## src/rtl/tbp_pkg.sv

```systemverilog
// ----------------------------------------------------------------------------
// tbp_pkg
// Shared types and constants for the tournament branch predictor: counter
// type, controller states and the per-branch result bundle.
// ----------------------------------------------------------------------------
package tbp_pkg;

	typedef logic [1:0] ctr_t;

	localparam ctr_t CTR_MIN = 2'd0;
	localparam ctr_t CTR_MAX = 2'd3;

	localparam logic [3:0] HIST_LEN_RESET = 4'd10;
	localparam int         HIST_LEN_W     = 4;

	typedef enum logic [1:0] {
		ST_CLEAR,
		ST_IDLE,
		ST_UPDATE
	} tbp_state_t;

	typedef struct packed {
		logic predicted_taken;
		logic prediction_correct;
		logic chose_bimodal;
		logic bimodal_taken;
		logic gshare_taken;
	} tbp_result_t;

endpackage

```

## src/rtl/tbp_table.sv

```systemverilog
// ----------------------------------------------------------------------------
// tbp_table
// Single table of 2-bit counters: one synchronous read port whose data is
// registered, and one write port.
// ----------------------------------------------------------------------------
module tbp_table
	import tbp_pkg::*;
#(
	parameter int INDEX_BITS = 10
) (
	input  logic                  clk,
	input  logic                  rd_en,
	input  logic [INDEX_BITS-1:0] rd_addr,
	output ctr_t                  rd_data,
	input  logic                  wr_en,
	input  logic [INDEX_BITS-1:0] wr_addr,
	input  ctr_t                  wr_data
);

	localparam int DEPTH = 1 << INDEX_BITS;

	ctr_t mem [DEPTH];

	always_ff @(posedge clk) begin
		if (wr_en) begin
			mem[wr_addr] <= wr_data;
		end
	end

	always_ff @(posedge clk) begin
		if (rd_en) begin
			rd_data <= mem[rd_addr];
		end
	end

endmodule

```

## config.mk

```make
export PLATFORM = sky130hd
export DESIGN_NAME = tbp_table
export DESIGN_NICKNAME = d
export VERILOG_FILES = /design/src/rtl/tbp_pkg.sv /design/src/rtl/tbp_table.sv
export SDC_FILE = /design/constraint.sdc
export NUM_CORES = 2
export LEC_CHECK = 0
export BUFFER_PORTS_ARGS = -buffer_cell sky130_fd_sc_hd__buf_2
export CAP_MARGIN = 25
export CORE_MARGIN = 5
export CORE_UTILIZATION = 26
export DETAILED_ROUTE_END_ITERATION = 7
export HOLD_SLACK_MARGIN = 0.03
export SLEW_MARGIN = 20
export SYNTH_ARGS = -nofsm -noshare
export SYNTH_HDL_FRONTEND = slang
export SYNTH_SLANG_ARGS = --single-unit
```

## constraint.sdc

```tcl
create_clock -name clk -period 2.6 [get_ports clk]
set_input_delay 0.26 -clock clk [delete_from_list [all_inputs] [get_ports clk]]
set_output_delay 0.26 -clock clk [all_outputs]
set_load 0.02 [all_outputs]
```

# ---- Word-level counts from Yosys, hierarchy flattened
# Memory sizes are Yosys's and may differ from the RTL's. A register that Yosys moved wholly into a read port is not among the register bits.
# Cells that the tools add are included.
# W data, S select, Z words.
dict set report word_totals {
  latch_bits 0
  output_inout_bits 2
  in_bits 25
  ramBits 2048
  elab_cells 3
  mem_bits_ro 0
  reg_bits 0
  n_memories 1
}
# name words word_bits read_ports rd_ports_with_merged_regs write_ports line_no
set mem_list {}
lappend mem_list {mem 1024 2 1 1 1 tbp_table.sv:22} ;# ctr_t mem [DEPTH];
dict set report classes {
  n_div 0
  n_lt_le_gt_ge 0
  reduce_logical 0
  muxes 2
  multipliers 0
  n_eq_ne 0
  n_addsub 0
  bitwise 0
  shift 0
}
# cell n
set op_table {}
lappend op_table {{$mux W1} 2}

# ---- Longest topological paths before layout
dict set report depth {
  depth_word 2
  ltp_mapped 15
  mapped_depth_nobuf 8
}

# ---- Least setup slack after synthesis
# Ideal clock, no wire load.
dict set report synth_timing {
  path_kind {input -> register}
  start {in rd_addr[0]}
  end {reg rd_data[1] (read register of mem), data pin}
  arrival_time_ns 2.482
  path_slack_ns -0.159
  path_stages 12
  required_ns 2.323
  path_buffers 5
  setup_time_ns 0.277
  path_cell_list {buf_6 > buf_12 > buf_8 > buf_6 > buf_6 > mux4_2 > a221oi_1 > o21ai_0 > nor3_1 > o31ai_1 > o31ai_1 > nand4_1}
}
# element line_no
set synth_lines {}
lappend synth_lines {{from (decl)} tbp_table.sv:13} ;# input logic [INDEX_BITS-1:0] rd_addr,
lappend synth_lines {{to (decl)} tbp_table.sv:14} ;# output ctr_t rd_data,

==> qor.yml <==
yosysSeqAreaShare_pct: 73.48
synth_edf_count: 2050
slew_headroom_pct: 43.91
cts_tree: "done"
areaGrowthSynthToFinish_pct: 18.39
wl_um: 244500
clockRootBuffer: "clkbuf_16"
p_leak_nw: 30.09
num_rows: 208
grt.busiest_layer: "met2"
peakVddDrop_uv: 577.7
fin_util_pct: 30.91
tns_ps: -479.7
wl_per_cell_um: 25.52
rsz0062_at_grt: "true"
async_reset_ff_share_pct: 0
end_kind: "register"
grt_pass1_vias: 47750
synth_flop_cell: "edfxtp_1"
clockBufferDepth: 3
io_pins: 27
final_common_cell: "edfxtp_1"
post-route-min-period_ps: 3049
clk_pin_slew_ps: 70
grt_max_degree: 121
muxShareOfSynthArea_pct: 14.65
avgSynthCellArea_um2: 17.48
routabilityCongestion: 0.8186
worstPathArrival_ps: 3590
hold_viol: 0
critical_path.max_fanout: 2
final_cell_mix: "edfxtp_1, nor2_1, mux4_2"
period_share_pct: 117.3
worstMarginPinSlew_ps: 834.9
die_w_um: 577.6
path_class: "register to register"
dieArea_um2: 333700
violations: "setup timing"
start_kind: "register"
use_met3_pct: 2.367
cts_inserted_buffers: 203
synth_nets: 4818
hold_ws_ps: 108.8
via_per_inst: 4.951
ff2ff_setup_slack_ps: -450
grt_pass1_wl_um: 347200
grt_use_met1_pct: 19.18
core_um2: 320900
cp.required_ps: 3140
portBuffers: 26
final_area_um2: 99180
drv_cap: 0
dp.final_hpwl_um: 147300
synthAdderAreaFrac_pct: 0
vias: 47430
yosysUniqueCellTypes: 65
layout_setup_ws_ps: -449.1
finish.net_count: 5139
power_density_nw_per_um2: 688.6
grt_overflow: 0
drc_errors: 0
initialDrtViolationCount: 5850
synth-seq-cells: 2050
grtUsageMet2_pct: 23.76
fmax_ghz: 0.3280
synth_compound_area_share_pct: 2.978
floorplan.initialDensity_pct: 26.11
dr.pass1.iters: 5
grt_antenna_before_repair: 25
cts.sinks: 2050
skew_ps: 24.49
drtAntennaViolNets: 0
synthSimpleGateAreaFrac_pct: 6.401
post_dp_cell_area_um2: 92540
grt_use_total_pct: 14.27
netlist_instances: 4793
setup_violations: 2
yosys_warnings: 0
layout-drive-gt1-share_pct: 24.76
synth-xor-area-share_pct: 0
run_status: "finished, violations left"
hp-class: "input port to register"
synthesis.area_um2: 83780
cts_max_level: 4
slew_violations: 0
synth_top_family_by_area: "multiplexers"
die_h_um: 577.6
clk_latency_ps: 830
final timing paths:
check | cells past startpoint | from | to
hold reg to reg | 5 | mem[704][1] | rd_data[1]
hold / removal | 3 | wr_addr[2] | mem[786][1]
setup / recovery | 9 | mem[158][1] | rd_data[1]
setup reg to reg | 9 | mem[158][1] | rd_data[1]
state kept, by name, summed over array words and instances, names as in the netlist:
register / count
mem: 2048
rd_data: 2
synthesized netlist by cell type, drive strengths merged (5+ instances only):
library cell	instances	area, µm²
nor4	10	68.81
nor3	45	225.2
mux2	10	112.6
nand4	13	81.33
a22o	13	113.9
o31ai	5	37.54
and3	8	50.05
nand3	39	195.2
nand2	96	360.4
nor3b	10	75.07
a211oi	13	97.59
o221ai	83	733.2
o22ai	45	281.5
edfxtp	2050	61560
a221oi	13	113.9
mux4	449	10110
a21oi	70	350.3
nand2b	8	50.05
nor2	1054	3956
nor2b	13	81.33
clkbuf	239	897.1
and2	6	37.54
a31oi	7	43.79
inv	5	18.76
buf	157	1165
o21ai	36	180.2
mux2i	205	2052
a22oi	45	337.8
repair_timing:
action | 4_1_cts | 5_1_grt
buffers inserted | 1 | 4
resized for setup | 28 | 17
hold buffers | 8 | 0
pin swaps | 6 | 7
cloned | 1 | 2
setup endpoints to repair | 2 | 2
endpoints found under the hold margin | 105 | 0
final cells by class:
type	count	area [µm²]
Fill cell	30970	221700
Sequential cell	2050	61560
Multi-Input combinational cell	2341	20700
Tap cell	4305	5386
Clock buffer	251	5366
Timing Repair Buffer	512	5291
Clock inverter	111	838.3
Inverter	6	25.02
Antenna cell	5	12.51
worst max-delay path: stages (launching register included):
cell and delay, ps:
edfxtp_1 410, mux4_2 480, mux4_2 500, nand2_2 90
or4b_4 480, nand4_1 190, o31ai_2 120, o31ai_1 230
buf_4 160, nand4_1 100
kinds of logic (layout without fill, tap and decap cells):
kind of cell           after synthesis  in the layout
AND/OR/NAND/NOR                   1324           1324
flip-flops                        2050           2050
multiplexers                       664            664
buffers and inverters              402            880
other                                0              5
AO/OA/AOI/OAI                      353            353
where the power goes:
group / switching [mW] / total (mW) / internal, mW
combinational: 2.47 / 4.07 / 1.60
sequential: 0.00885 / 36.4 / 36.4
clock: 12.2 / 27.9 / 15.6
per-stage QoR:
step | power [mW] | cells | setup slack (ps)
floorplan | 39.03 | 4793 | -73.72
global placement | 41.02 | 9200 | -1443
detailed placement | 41.07 | 9200 | -1381
CTS | 68.63 | 9570 | -449.2
global route | 70.26 | 9578 | -548.7
finish | 68.30 | 9581 | -449.1
layer usage:
metal	wire, µm	up-vias
li1	-	19570
met1	96320	25110
met2	119400	2337
met3	21330	398
met4	7452	8
met5	43	-
Note: power is estimated with default switching activity, not from simulation.
