==> src/rtl/tbp_pkg.sv <==
// ----------------------------------------------------------------------------
// tbp_pkg
// Shared types and constants for the tournament branch predictor: counter
// type, controller states and the per-branch result bundle.
// ----------------------------------------------------------------------------
package tbp_pkg;

	typedef logic [1:0] ctr_t;

	localparam ctr_t CTR_MIN = 2'd0;
	localparam ctr_t CTR_MAX = 2'd3;

	localparam logic [3:0] HIST_LEN_RESET = 4'd10;
	localparam int         HIST_LEN_W     = 4;

	typedef enum logic [1:0] {
		ST_CLEAR,
		ST_IDLE,
		ST_UPDATE
	} tbp_state_t;

	typedef struct packed {
		logic predicted_taken;
		logic prediction_correct;
		logic chose_bimodal;
		logic bimodal_taken;
		logic gshare_taken;
	} tbp_result_t;

endpackage

==> src/rtl/tbp_update.sv <==
// ----------------------------------------------------------------------------
// tbp_update
// Prediction and update logic: turns the three counters read for a branch and
// its resolved direction into the result and the new counter values.
// ----------------------------------------------------------------------------
module tbp_update
	import tbp_pkg::*;
(
	input  ctr_t        bimodal_ctr,
	input  ctr_t        gshare_ctr,
	input  ctr_t        chooser_ctr,
	input  logic        taken,
	output tbp_result_t result,
	output ctr_t        bimodal_next,
	output ctr_t        gshare_next,
	output ctr_t        chooser_next
);

	function automatic ctr_t sat_step(input ctr_t c, input logic up);
		ctr_t r;
		r = c;
		if (up) begin
			if (c != CTR_MAX) r = c + 2'd1;
		end else begin
			if (c != CTR_MIN) r = c - 2'd1;
		end
		return r;
	endfunction

	logic b_pred;
	logic g_pred;
	logic use_b;
	logic b_ok;
	logic g_ok;
	logic pred;

	always_comb begin
		b_pred = bimodal_ctr[1];
		g_pred = gshare_ctr[1];
		use_b  = chooser_ctr[1];
		b_ok   = (b_pred == taken);
		g_ok   = (g_pred == taken);
		pred   = use_b ? b_pred : g_pred;

		chooser_next = chooser_ctr;
		if (use_b) begin
			if (b_ok && !g_ok) begin
				chooser_next = CTR_MAX;
			end else if (!b_ok && g_ok) begin
				chooser_next = chooser_ctr - 2'd1;
			end
		end else begin
			if (g_ok && !b_ok) begin
				chooser_next = CTR_MIN;
			end else if (!g_ok && b_ok) begin
				chooser_next = chooser_ctr + 2'd1;
			end
		end

		bimodal_next = sat_step(bimodal_ctr, taken);
		gshare_next  = sat_step(gshare_ctr, taken);

		result.predicted_taken    = pred;
		result.prediction_correct = (pred == taken);
		result.chose_bimodal      = use_b;
		result.bimodal_taken      = b_pred;
		result.gshare_taken       = g_pred;
	end

endmodule

==> config.mk <==
export PLATFORM = sky130hd
export DESIGN_NAME = tbp_update
export DESIGN_NICKNAME = d
export VERILOG_FILES = /design/src/rtl/tbp_pkg.sv /design/src/rtl/tbp_update.sv
export SDC_FILE = /design/constraint.sdc
export NUM_CORES = 1
export LEC_CHECK = 0
export ABC_AREA = 1
export BUFFER_PORTS_ARGS = -buffer_cell sky130_fd_sc_hd__buf_2
export CAP_MARGIN = 0
export CORE_AREA = 5 5 42 44
export DETAILED_ROUTE_END_ITERATION = 6
export DIE_AREA = 0 0 47 49
export GPL_ROUTABILITY_DRIVEN = 0
export PLACE_DENSITY = 0.45
export REMOVE_ABC_BUFFERS = 1
export SYNTH_ARGS = -nofsm -noshare
export SYNTH_HDL_FRONTEND = slang
export SYNTH_SLANG_ARGS = --single-unit
export TNS_END_PERCENT = 5
==> constraint.sdc <==
create_clock -name vclk -period 0.8
set_clock_uncertainty 0.15 [all_clocks]
set_input_delay 0.08 -clock vclk [all_inputs]
set_output_delay 0.08 -clock vclk [all_outputs]
set_load 0.03 [all_outputs]
# After elaboration in Yosys (flattened, before gate mapping)
# Index checks and enable logic that the tools add are counted.
[totals]
reg_bits = 0
latchBits = 0
mem_bits_rw = 0
romBits = 0
inputBits = 7
n_memories = 0
[op_classes]
addsub = 6
n_mul = 0
n_div = 0
magnitude_cmp = 0
n_eq_ne = 5
shift = 0
mux = 12
bitwise_logic = 0
n_reduce_logical = 6
[ops]
columns = ["cell", "count"]
rows = [
  ["$mux W2", 11],
  ["$add A2 B1 Y2 const B", 3],
  ["$sub A2 B1 Y2 const B", 3],
  ["$ne A2 B2 Y1 const B", 2],
  ["$reduce_bool A2 Y1", 2],
  ["$eq A1 B1 Y1", 3],
  ["$logic_and A1 B1 Y1", 2],
  ["$logic_not A1 Y1", 2],
  ["$mux W1", 1],
]

# Logic depth before layout (Yosys ltp)
[depth]
word_depth = 6
depth_mapped = 8
ltp_nobuf = 8

# Worst setup path before layout
# No wires, ideal clock.
[synth_path]
path_kind = "input to output"
startpoint = "input bimodal_ctr[1]"
endpoint = "output result[3] in the netlist's numbering"
arrival_ns = 0.811
path_slack_ns = -0.241
path_stages = 3
n_path_buf = 0
path_cell_list = "inv_1 o21ai_1 xor2_1"
[synth_rtl]
columns = ["element", "line", "rtl"]
rows = [
  ["from (decl)", "tbp_update.sv:9", "input ctr_t bimodal_ctr,"],
  ["to (decl)", "tbp_update.sv:13", "output tbp_result_t result,"],
]

# Worst setup path after layout
[layout_path]
startpoint = "input taken"
endpoint = "output chooser_next[0]"
[layout_between]
elab_chain_cells = 6
word_cells_on_any_way = 11
[layout_rtl]
columns = ["element", "line", "rtl"]
rows = [
  ["from (decl)", "tbp_update.sv:12", "input logic taken,"],
  ["$eq A1 B1 Y1 (on tied branches)", "tbp_update.sv:42, tbp_update.sv:41", ""],
  ["$logic_not A1 Y1 (on tied branches)", "--", ""],
  ["$logic_and A1 B1 Y1 (on tied branches)", "--", ""],
  ["$mux W2 (on tied branches)", "tbp_update.sv:55, tbp_update.sv:49", ""],
  ["$mux W2 (on tied branches)", "tbp_update.sv:53, tbp_update.sv:47", ""],
  ["$mux W2 *", "tbp_update.sv:46", "if (use_b) begin"],
  ["to (decl)", "tbp_update.sv:16", "output ctr_t chooser_next"],
]
# Mark *: on every way between the ends. The rest lies on a longest branch, timed or not.

==> impl_metrics.py <==
metrics = {
    "synth": {
        "yosysSeqAreaShare_pct": 0,
        "synth_cells": 39,
        "synthTopCellsByArea": "nand2_1 (28%), buf_4 (16%), inv_1 (8.0%)",
        "yosys.area.top_type": "nand2_1",
        "synth.distinct_cells": 13,
        "synth_area_um2": 188,
        "netlist.area_leader.share_pct": 28.0,
        "ys_warn_count": 0,
        "syn_avg_cell_area_um2": 4.81,
    },
    "cells_and_area": {
        "drive_above_1_share_pct": 65.0,
        "nFillCells": 165,
        "diodes": 0,
        "final_cell_area_um2": 423,
        "final-instance-count-excl-fill": 76,
        "area_growth_pct": 125,
        "ff_latch_area_um2": 0,
        "nFlopsAndLatches": 0,
        "nClkBuffers": 0,
        "final_nets": 69,
    },
    "route": {
        "drt-initial-drc-count": 0,
        "vias": 291,
        "route.detailed.drc": 0,
        "ant_nets": 0,
        "routed_wl_um": 595,
        "viasPerCell": 3.83,
        "wl_per_cell_um": 7.83,
        "firstDrtPassIters": 1,
    },
    "global_routing": {
        "grtUsageMet3_pct": 0.738,
        "met2_usage_pct": 10.2,
        "grt_pass1_vias": 238,
        "grt-busiest-layer": "met2",
        "grt_pass1_wl_um": 862,
        "grt_max_degree": 6,
        "grt_usage_pct": 4.63,
        "gr-usage-met1_pct": 4.13,
        "grt-ovfl-total": 0,
        "antenna_found_initial": 0,
    },
    "worst_setup_path": {
        "cp-start-kind": "primary input",
        "crit_type": "primary input to primary output",
        "path_max_fanout": 5,
        "critPathCaptureType": "primary output",
        "cp.required_ns": 0.57,
        "crit_arrival_ns": 0.83,
    },
    "placed_design": {
        "hpwl_um": 494,
        "port_buffers": 18,
        "placed_cell_area_um2": 305,
        "placed_cells": 74,
    },
    "pwr": {
        "power_density_mw_per_mm2": 834,
        "ir_worst_vdd_v": 0.000254,
        "power.total_mw": 0.353,
        "leakagePower_nw": 0.246,
    },
    "floorplan": {
        "rows": 14,
        "chipWidth_um": 47,
        "ios": 18,
        "core_area_mm2": 0.00140,
        "start_util_pct": 13.4,
        "dieArea_mm2": 0.00230,
        "die_h_um": 49,
    },
    "hold_path": {
        "hp-class": "primary input to primary output",
    },
    "sta": {
        "fmax_ghz": 0.941,
        "tightestPinTransition_ns": 0.158,
        "period_share_pct": 133,
        "setup_viol": 8,
        "hold_violations": 0,
        "rsz0062_at_grt": "true",
        "fin_ws_ns": -0.262,
        "min_period_ns": 1.06,
        "relSlewSlack_pct": 89.5,
        "drv_slew": 0,
    },
    "status": {
        "status": "finished, violations left",
        "violations": "setup timing",
    },
    "run": {
        "drv_cap": 0,
    },
    "clock_tree": {
        "hold_buffers": 0,
    },
}
path summary, 6_finish.rpt:
kind | start | end | slack, ns | depth (start not counted)
worst min-delay path | gshare_ctr[1] | result[0] | 0.29 | 2
worst max-delay path | taken | chooser_next[0] | -0.26 | 9
cell families after synthesis:
family	count (synthesis)	synth area share, %
AO/OA/AOI/OAI	3	8.00
XOR/XNOR	1	4.67
buffers and inverters	11	30.0
AND/OR/NAND/NOR	24	57.3
synthesized netlist by cell type:
library cell / count
nand3_1: 1
inv_1: 4
nand3_2: 1
o21ai_1: 2
nand2_1: 14
xor2_1: 1
nor2_2: 1
o21ai_0: 1
nor2_1: 4
inv_2: 3
nand2_2: 2
nand4_1: 1
buf_4: 4
worst max-delay path: stages:
cell and delay [ns]:
buf_12 0.11, nor2_4 0.15, inv_2 0.05, nand2_2 0.08
nand3_2 0.06, nand2_1 0.07, nand2_1 0.04, nand2_1 0.07
buf_6 0.13
power by group:
| group | switching (mW) | internal (mW) |
|---|---|---|
| Combinational | 0.202 | 0.150 |
| Sequential | 0 | 0 |
| Clock | 0 | 0 |
layout by cell type, fill, tap and decap left out:
cell type and instances:
inv_2 3, nand3_1 1, nand2_1 11, buf_2 7, inv_1 2, inv_4 2
xor2_1 1, nand4_1 1, o21ai_1 1, buf_12 1, nand2_4 3, o21ai_0 1
o21ai_2 1, buf_4 12, nor2_1 3, nand3_2 1, nand2_2 2, buf_6 5
nor2_4 2
layout make-up:
type	count	area, um2	share of cell area, %
inverters	7	31.3	7.40
multi-input cells	28	170	40.2
well taps	16	20.0	4.73
repair buffers	25	201	47.6
stage by stage:
step	hold slack [ns]	utilization, %	worst slack (ns)	TNS (ns)
2_1_floorplan	0.0100	-	-0.628	-1.22
3_3_place_gp	0.299	21.8	-0.391	-1.77
3_5_place_dp	0.300	21.8	-0.397	-1.77
4_1_cts	0.291	27.9	-0.264	-1.17
5_1_grt	0.295	30.2	-0.323	-1.52
6_report	0.289	30.2	-0.262	-1.17
timing repair:
action                     CTS  global route
setup buffers                2             0
setup endpoints to repair    8             8
pin swaps                    8             6
gates resized for setup     23            10
layer usage:
| metal | vias up | wire [um] |
|---|---|---|
| li1 | 156 | - |
| met1 | 127 | 185 |
| met2 | 8 | 356 |
| met3 | 0 | 53 |
| met4 | 0 | 0 |
| met5 | - | 0 |
Power figures use the tool's default switching activity.
